File: config.mk
export PLATFORM = sky130hd
export DESIGN_NAME = frame_rate_meter_unit
export DESIGN_NICKNAME = d
export VERILOG_FILES = /design/src/hw/rtl/fra_pkg.sv /design/src/hw/rtl/fra_cell.sv /design/src/hw/rtl/fra_divider.sv /design/src/hw/rtl/frame_rate_meter_unit.sv
export SDC_FILE = /design/constraint.sdc
export NUM_CORES = 2
export LEC_CHECK = 0
export BUFFER_PORTS_ARGS = -buffer_cell sky130_fd_sc_hd__buf_2
export CORE_MARGIN = 10
export CORE_UTILIZATION = 49
export CTS_CLUSTER_DIAMETER = 200
export DETAILED_ROUTE_END_ITERATION = 10
export HOLD_SLACK_MARGIN = 0.12
export PLACE_DENSITY = 0.69
export SYNTH_ARGS = -nofsm -noshare
export SYNTH_HDL_FRONTEND = slang
export SYNTH_SLANG_ARGS = --single-unit
File: constraint.sdc
create_clock -name clock -period 144.3 [get_ports clock]
set_input_delay 21.645 -clock clock [delete_from_list [all_inputs] [get_ports clock]]
set_output_delay 21.645 -clock clock [all_outputs]
set_load 0.02 [all_outputs]
File: src/hw/rtl/fra_pkg.sv
// ---------------------------------------------------------------------------
// fra_pkg: shared types and constants for the frame rate meter
// Word type for timestamps and intervals, register reset value.
// ---------------------------------------------------------------------------
package fra_pkg;

   localparam int WORD_W = 32;

   typedef logic [WORD_W-1:0] word_type;

   // reset value of the ticks per second register
   localparam word_type TPS_RESET = 32'd1000;

   // all-ones word, saturation limit of the frame count
   localparam word_type WORD_MAX = {WORD_W{1'b1}};

endpackage

File: src/hw/rtl/fra_cell.sv
// ---------------------------------------------------------------------------
// fra_cell: one stage of the interval history chain
// Holds one stored interval and hands it to the next cell on a shift.
// ---------------------------------------------------------------------------
module fra_cell (
   input  logic              clock,
   input  logic              shift_en,
   input  fra_pkg::word_type d_in,
   output fra_pkg::word_type d_out
);

   fra_pkg::word_type value_ff;

   // payload only, no reset needed
   always_ff @(posedge clock) begin
      if (shift_en) begin
         value_ff <= d_in;
      end
   end

   assign d_out = value_ff;

endmodule

File: src/hw/rtl/fra_divider.sv
// ---------------------------------------------------------------------------
// fra_divider: serial restoring divider for the mean interval
// One quotient bit per cycle; a zero divisor yields a zero quotient.
// ---------------------------------------------------------------------------
module fra_divider #(
   parameter int SW = 38,
   parameter int CW = 7
) (
   input  logic              clock,
   input  logic              reset,
   input  logic              start,
   input  logic [SW-1:0]     dividend,
   input  logic [CW-1:0]     divisor,
   output logic              done,
   output fra_pkg::word_type quotient
);

   localparam int KW = $clog2(SW);
   localparam logic [KW-1:0] LAST = KW'(SW - 1);

   logic          busy_ff;
   logic          done_ff;
   logic          zero_ff;
   logic [KW-1:0] cnt_ff;
   logic [SW-1:0] qd_ff;
   logic [CW-1:0] rem_ff;
   logic [CW-1:0] dvs_ff;

   logic [CW:0]   rem_shift;
   logic          q_bit;
   logic [CW:0]   rem_diff;

   // one trial subtraction step
   always_comb begin
      rem_shift = {rem_ff, qd_ff[SW-1]};
      rem_diff  = rem_shift - {1'b0, dvs_ff};
      q_bit     = (rem_shift >= {1'b0, dvs_ff});
   end

   // control
   always_ff @(posedge clock) begin
      if (reset) begin
         busy_ff <= 1'b0;
         done_ff <= 1'b0;
         cnt_ff  <= '0;
      end else begin
         done_ff <= 1'b0;
         if (start) begin
            busy_ff <= 1'b1;
            cnt_ff  <= '0;
         end else if (busy_ff) begin
            cnt_ff <= cnt_ff + 1'b1;
            if (cnt_ff == LAST) begin
               busy_ff <= 1'b0;
               done_ff <= 1'b1;
            end
         end
      end
   end

   // datapath: quotient bits shift in as dividend bits shift out
   always_ff @(posedge clock) begin
      if (start) begin
         qd_ff   <= dividend;
         rem_ff  <= '0;
         dvs_ff  <= divisor;
         zero_ff <= (divisor == '0);
      end else if (busy_ff) begin
         qd_ff  <= {qd_ff[SW-2:0], q_bit};
         rem_ff <= q_bit ? rem_diff[CW-1:0] : rem_shift[CW-1:0];
      end
   end

   assign done     = done_ff;
   assign quotient = zero_ff ? '0 : qd_ff[fra_pkg::WORD_W-1:0];

endmodule

File: src/hw/rtl/frame_rate_meter_unit.sv
// ---------------------------------------------------------------------------
// frame_rate_meter_unit: frame interval averager and frame rate counter
//
// Each req word carries one frame timestamp (req_now) in counter ticks.
// The interval since the previous frame is checked against the running
// mean; if within one second of ticks it shifts into a chain of SAMPLES
// history cells, the oldest dropping out of the far end once full.
// Frames and interval ticks are counted; when the tick sum passes
// csr_ticks_per_second the frame count latches as the frame rate.
// Each frame gives one rsp word: mean interval, latched rate, update flag.
// The frame passes S_CALC and S_DIV, where the one-bit-per-cycle divider
// forms the mean over SW = 32 + clog2(SAMPLES) bits, before rsp_valid.
// One frame is processed at a time; req_stall is high while it is in work.
// A finished word waits in the output register while the next frame is
// taken; if rsp_stall keeps that register full, the next result holds.
// The csr port is always ready and should be written only when idle.
// Reset (synchronous) clears all counters, the mean and the last
// timestamp and restores ticks_per_second to 1000; history cells start
// empty by count, so no clearing pass is needed.
// ---------------------------------------------------------------------------
module frame_rate_meter_unit #(
   parameter int SAMPLES = 64
) (
   input  logic              clock,
   input  logic              reset,
   // frame timestamps
   input  logic              req_valid,
   output logic              req_stall,
   input  fra_pkg::word_type req_now,
   // results
   output logic              rsp_valid,
   input  logic              rsp_stall,
   output fra_pkg::word_type rsp_average_interval,
   output fra_pkg::word_type rsp_frame_rate,
   output logic              rsp_rate_updated,
   // configuration
   input  logic              csr_valid,
   output logic              csr_ready,
   input  fra_pkg::word_type csr_ticks_per_second
);

   localparam int CW = $clog2(SAMPLES + 1);
   localparam int SW = fra_pkg::WORD_W + $clog2(SAMPLES);
   localparam logic [CW-1:0] FULL = CW'(SAMPLES);

   localparam logic [1:0] S_IDLE = 2'd0;
   localparam logic [1:0] S_CALC = 2'd1;
   localparam logic [1:0] S_DIV  = 2'd2;
   localparam logic [1:0] S_HOLD = 2'd3;

   logic [1:0]        state_ff, state_in;
   fra_pkg::word_type tps_ff;
   fra_pkg::word_type now_ff;
   fra_pkg::word_type last_ff;
   logic [SW-1:0]     sum_ff, sum_in;
   logic [CW-1:0]     count_ff, count_in;
   fra_pkg::word_type mean_ff;
   fra_pkg::word_type frames_ff, frames_in;
   logic [32:0]       window_ff, window_in;
   fra_pkg::word_type rate_ff, rate_in;
   logic              upd_ff, upd_in;
   logic              rsp_valid_ff;
   fra_pkg::word_type rsp_mean_ff;
   fra_pkg::word_type rsp_rate_ff;
   logic              rsp_upd_ff;

   fra_pkg::word_type iv;
   fra_pkg::word_type diff;
   logic              store;
   logic              full;
   logic [32:0]       window_sum;
   fra_pkg::word_type chain [SAMPLES+1];
   logic              div_start;
   logic              div_done;
   fra_pkg::word_type div_q;
   logic              slot_free;
   logic              accept;

   assign accept    = req_valid && !req_stall;
   assign req_stall = (state_ff != S_IDLE);
   assign slot_free = !rsp_valid_ff || !rsp_stall;
   assign csr_ready = 1'b1;

   // interval, outlier check and window update
   always_comb begin
      iv         = now_ff - last_ff;
      diff       = (iv >= mean_ff) ? (iv - mean_ff) : (mean_ff - iv);
      store      = (diff < tps_ff);
      full       = (count_ff == FULL);
      sum_in     = sum_ff;
      count_in   = count_ff;
      if (store) begin
         sum_in = sum_ff + SW'(iv)
                  - (full ? SW'(chain[SAMPLES]) : SW'(0));
         if (!full) begin
            count_in = count_ff + 1'b1;
         end
      end
      frames_in  = (frames_ff == fra_pkg::WORD_MAX) ? frames_ff : frames_ff + 1'b1;
      window_sum = window_ff + {1'b0, iv};
      window_in  = window_sum;
      rate_in    = rate_ff;
      upd_in     = 1'b0;
      if (window_sum > {1'b0, tps_ff}) begin
         rate_in   = frames_in;
         frames_in = '0;
         window_in = '0;
         upd_in    = 1'b1;
      end
   end

   assign div_start = (state_ff == S_CALC);

   // sequencer
   always_comb begin
      state_in = state_ff;
      case (state_ff)
         S_IDLE: if (accept) state_in = S_CALC;
         S_CALC: state_in = S_DIV;
         S_DIV:  if (div_done) state_in = slot_free ? S_IDLE : S_HOLD;
         S_HOLD: if (slot_free) state_in = S_IDLE;
         default: state_in = S_IDLE;
      endcase
   end

   // control and state registers
   always_ff @(posedge clock) begin
      if (reset) begin
         state_ff     <= S_IDLE;
         tps_ff       <= fra_pkg::TPS_RESET;
         last_ff      <= '0;
         sum_ff       <= '0;
         count_ff     <= '0;
         mean_ff      <= '0;
         frames_ff    <= '0;
         window_ff    <= '0;
         rate_ff      <= '0;
         upd_ff       <= 1'b0;
         rsp_valid_ff <= 1'b0;
      end else begin
         state_ff <= state_in;
         if (csr_valid && csr_ready) begin
            tps_ff <= csr_ticks_per_second;
         end
         if (state_ff == S_CALC) begin
            last_ff   <= now_ff;
            sum_ff    <= sum_in;
            count_ff  <= count_in;
            frames_ff <= frames_in;
            window_ff <= window_in;
            rate_ff   <= rate_in;
            upd_ff    <= upd_in;
         end
         if (div_done) begin
            mean_ff <= div_q;
         end
         if (((state_ff == S_DIV && div_done) || state_ff == S_HOLD) && slot_free) begin
            rsp_valid_ff <= 1'b1;
         end else if (rsp_valid_ff && !rsp_stall) begin
            rsp_valid_ff <= 1'b0;
         end
      end
   end

   // payload registers
   always_ff @(posedge clock) begin
      if (accept) begin
         now_ff <= req_now;
      end
      if (state_ff == S_DIV && div_done && slot_free) begin
         rsp_mean_ff <= div_q;
         rsp_rate_ff <= rate_ff;
         rsp_upd_ff  <= upd_ff;
      end else if (state_ff == S_HOLD && slot_free) begin
         rsp_mean_ff <= mean_ff;
         rsp_rate_ff <= rate_ff;
         rsp_upd_ff  <= upd_ff;
      end
   end

   // history chain, newest interval enters at the head
   assign chain[0] = iv;

   for (genvar i = 0; i < SAMPLES; i++) begin : g_cell
      fra_cell u_cell (
         .clock    (clock),
         .shift_en (div_start && store),
         .d_in     (chain[i]),
         .d_out    (chain[i+1])
      );
   end

   // mean of the history
   fra_divider #(
      .SW (SW),
      .CW (CW)
   ) u_divider (
      .clock    (clock),
      .reset    (reset),
      .start    (div_start),
      .dividend (sum_in),
      .divisor  (count_in),
      .done     (div_done),
      .quotient (div_q)
   );

   assign rsp_valid            = rsp_valid_ff;
   assign rsp_average_interval = rsp_mean_ff;
   assign rsp_frame_rate       = rsp_rate_ff;
   assign rsp_rate_updated     = rsp_upd_ff;

endmodule
==> impl_results.rst <==
.. list-table::
   :header-rows: 1

   * - Metric
     - Value
   * - Reg2Reg Capture Point
     - g_cell[23].u_cell.d_out[30]
   * - Final Wtd Congestion
     - slightly below 0.9
   * - Top-Level Pins
     - between 100 and 150
   * - Power Total
     - 1.88 mW
   * - DR top layer
     - met5
   * - Hold worst-path end
     - g_cell[59].u_cell.d_out[18]
   * - Remaining number of nets flagged by the antenna check after routing
     - 0
   * - Via count normalized by instance count
     - between 5 and 6
   * - Run status
     - finished clean
   * - Net count reported at finish
     - 5711
   * - Core Area
     - 179000 sq um
   * - Worst clock skew
     - between 0.07 and 0.08 ns
   * - Crit-path cells
     - or2_2, buf_2
   * - Number of max-capacitance violations reported
     - 0
   * - Number of failing setup endpoints in the final timing report
     - 0
   * - FF+latch area
     - 70900 sq um
   * - Number of distinct library cells after synthesis
     - 89
   * - Clock Root Buffer
     - clkbuf_16
   * - Fraction of the yosys area taken by sequential cells
     - around four fifths
   * - F_max
     - around 43 MHz
   * - Post-layout instance count excluding filler cells
     - ~7.9k
   * - Slew at the pin closest to its max-slew limit
     - 1.12 ns
   * - Wire length on met1
     - 74500 um
   * - Power per standard cell area
     - around 19 nW/um^2
   * - Overall routed net length
     - around 160000 um
   * - Most frequent cell after synthesis
     - edfxtp_1
   * - Number of vias after detailed routing
     - 41.6k
   * - Max-slew violation total from the final report
     - 0
   * - Met3 wire length
     - 8170 um
   * - Leakage Power
     - roughly 34 nW
   * - Final Hold Viols
     - 0
   * - Unrepaired setup endpoints after global routing
     - no
   * - Number of iterations in the first detailed-routing pass
     - 5
   * - Worst path required time
     - 122.65 ns
   * - Placed wire-length estimate after detailed placement
     - around 100000 um
   * - CP arrival
     - approximately 1.7 ns
   * - Cell Area, Synth
     - 88200 sq um
   * - Class of the most critical hold timing path
     - reg -> reg
   * - Post-synthesis sequential element count
     - roughly 2.4k
   * - Cell depth of the worst hold path
     - 0
   * - Cell types occupying the most area after synthesis
     - edfxtp_1 75%, dfxtp_1 5.8%, ha_1 3.4%, a21oi_1 1.7%, nand2_1 1.5%
   * - Area of the multi-input gates
     - approximately 16000 sq um
   * - H-tree depth
     - 4
   * - Timing startpoint of the critical path
     - state_ff[1]
   * - Initial Utilization
     - 49.4%
   * - WL per Instance
     - 20.8 um
   * - Origin of the worst min-delay path
     - g_cell[58].u_cell.d_out[18]
   * - Largest area contributor in the netlist
     - edfxtp_1
   * - Largest voltage drop on the vdd net
     - 17.7 uV
   * - Number of fill cells
     - 13.4k
   * - Final period demand of the worst path
     - 23.35 ns
   * - Clock-pin slew of the registers on the worst-case setup and hold paths
     - ~0.060 ns
   * - Setup tns final
     - 0 ns
   * - Total global-route track usage
     - 16.6%
   * - Global-route wire length before repair
     - roughly 250000 um
   * - Post-synthesis instance total
     - between 5k and 6k
   * - TritonCTS sink count
     - around 2.4k
   * - Most common flop cell mapped by yosys
     - edfxtp_1
   * - Synthesized net count
     - 5428
   * - Total number of placement rows
     - ~160
   * - Clk_lat worst skew
     - 0.87 ns
   * - Cell depth of the worst flop-to-flop path
     - a little over 40
   * - Floorplan die area
     - just under 200000 sq um
   * - EDFF count, synth
     - around 2.2k
   * - Die H
     - 444 um
   * - Buffers added on ports
     - 135
   * - Reg-to-reg critical path startpoint
     - now_ff[1]
   * - Sort of element at the end of the critical path
     - primary output
   * - Share of cells above drive strength 1
     - 11.2%
   * - Synth top area share
     - 74.6%
   * - Number of CTS-inserted buffers
     - 225
   * - Die boundary width
     - ~440 um
   * - Total instance count after detailed placement
     - 7494
   * - Layout area overhead
     - 12.8%
   * - Asr flop ratio synth
     - 0%
   * - Quantity of gates resized following cts
     - 0
   * - Post-CTS Repair Setup Buffers
     - 0
   * - Number of antenna violations at the first check in global routing
     - 8
   * - TritonCTS clock tree
     - yes
   * - Largest net degree at the start of global routing
     - about 190
   * - Number of DRC markers after the initial detailed-route iteration
     - ~3.4k
   * - Setup slack of the worst register-to-register path
     - 129.68 ns
   * - Mean cell area of the mapped netlist
     - 17.3 sq um
   * - Setup CP Type
     - reg -> out
   * - Worst slew margin
     - 25.0%
   * - Startpoint type of the worst setup path
     - flip-flop
   * - Tcrit/Tclk final
     - between 10% and 20%
   * - Largest buffer count on any clock path
     - 3
   * - Number of remaining DRC errors
     - 0
   * - Quantity of hold-fixing buffers added after cts
     - 0
   * - Post-synth top cells
     - 2191 x edfxtp_1, 355 x nand2_1, 298 x a21oi_1
   * - Delay of the slowest cell on the worst path
     - 0.34 ns
   * - Global-route congestion overflow total
     - 0
   * - CP Max Fanout
     - 5
   * - Met2 wirelength from detailed routing
     - 76000 um
   * - Number of warnings issued by yosys
     - 0
   * - Worst-path cell with the longest stage delay
     - dfxtp_1
   * - Number of global-route vias before repair
     - 40.9k
-- critical path, delay by kind of cell, from the launching register on --
family	cells	cell delay [ns]
buffers and inverters	1	0.17
AND/OR/NAND/NOR	1	0.34
flip-flops	1	0.34
-- cells by family after synthesis --
group           synth area share (%)
fa+ha+maj                       4.23
other cells                  0.00425
xor+xnor                        1.68
compound gates                  6.16
simple gates                    4.76
buf+inv                         1.58
mux                             1.15
flops                           80.4
-- layout make-up --
class / count / area share [%]
tap: 2355 / 2.96
clock inverter: 149 / 1.57
multi-input combinational: 2285 / 16.2
inverter: 204 / 0.779
antenna: 1 / 0.00252
sequential: 2448 / 71.3
clock buffer: 273 / 5.93
timing repair buffer: 202 / 1.25
-- cell usage in the layout (no fill, tap or decap), drive strengths merged, types with 98 or more instances in the layout --
cell type and n:
clkbuf 273, clkinv 109, a21oi 304, buf 202, dfxtp 257, nor2 200
ha 239, o21ai 182, nand2 356, xnor2 102, mux2i 98, edfxtp 2191
inv 210, a21o 101
-- metrics by stage --
step,utilization [%],hold WS [ns],worst slack (ns),cell area (sq um)
6_report,55.7,0.358,120.95,99400
3_5_place_dp,51.5,0.405,120.65,92000
4_1_cts,55.7,0.354,120.85,99400
5_1_grt,55.7,0.372,120.85,99400
3_3_place_gp,51.5,0.400,120.64,92000
2_1_floorplan,-,0.400,78.92,88200
-- report_power, final --
| group | switching, mW | total (mW) | leakage (nW) | internal, mW |
|---|---|---|---|---|
| Combinational | 0.227 | 0.328 | 8.10 | 0.101 |
| Clock | 0.259 | 0.588 | 3.60 | 0.329 |
| Sequential | 0.0354 | 0.966 | 22.2 | 0.930 |
| Total | 0.521 | 1.88 | 33.9 | 1.36 |
-- worst max-delay path by stage --
stage | endpoint | cells past startpoint
6_report | req_stall | 2
5_1_grt | req_stall | 2
4_1_cts | req_stall | 2
3_5_place_dp | frames_ff[29] | 7
3_3_place_gp | frames_ff[29] | 7
2_1_floorplan | g_cell[0].u_cell.d_out[0] | 38
-- state kept, by name, summed over array words and instances, names as in the netlist, 33 cells and up --
name and cells:
u_divider.qd_ff 38, window_ff 33, sum_ff 38, g_cell.u_cell.d_out 2048
-- layer usage --
layer | track usage, % | up-vias
li1 | - | 19696
met1 | 23.3 | 20767
met2 | 25.6 | 847
met3 | 3.44 | 289
met4 | 6.03 | 4
met5 | 0 | -
No activity file was read; power rests on OpenSTA's default activity.
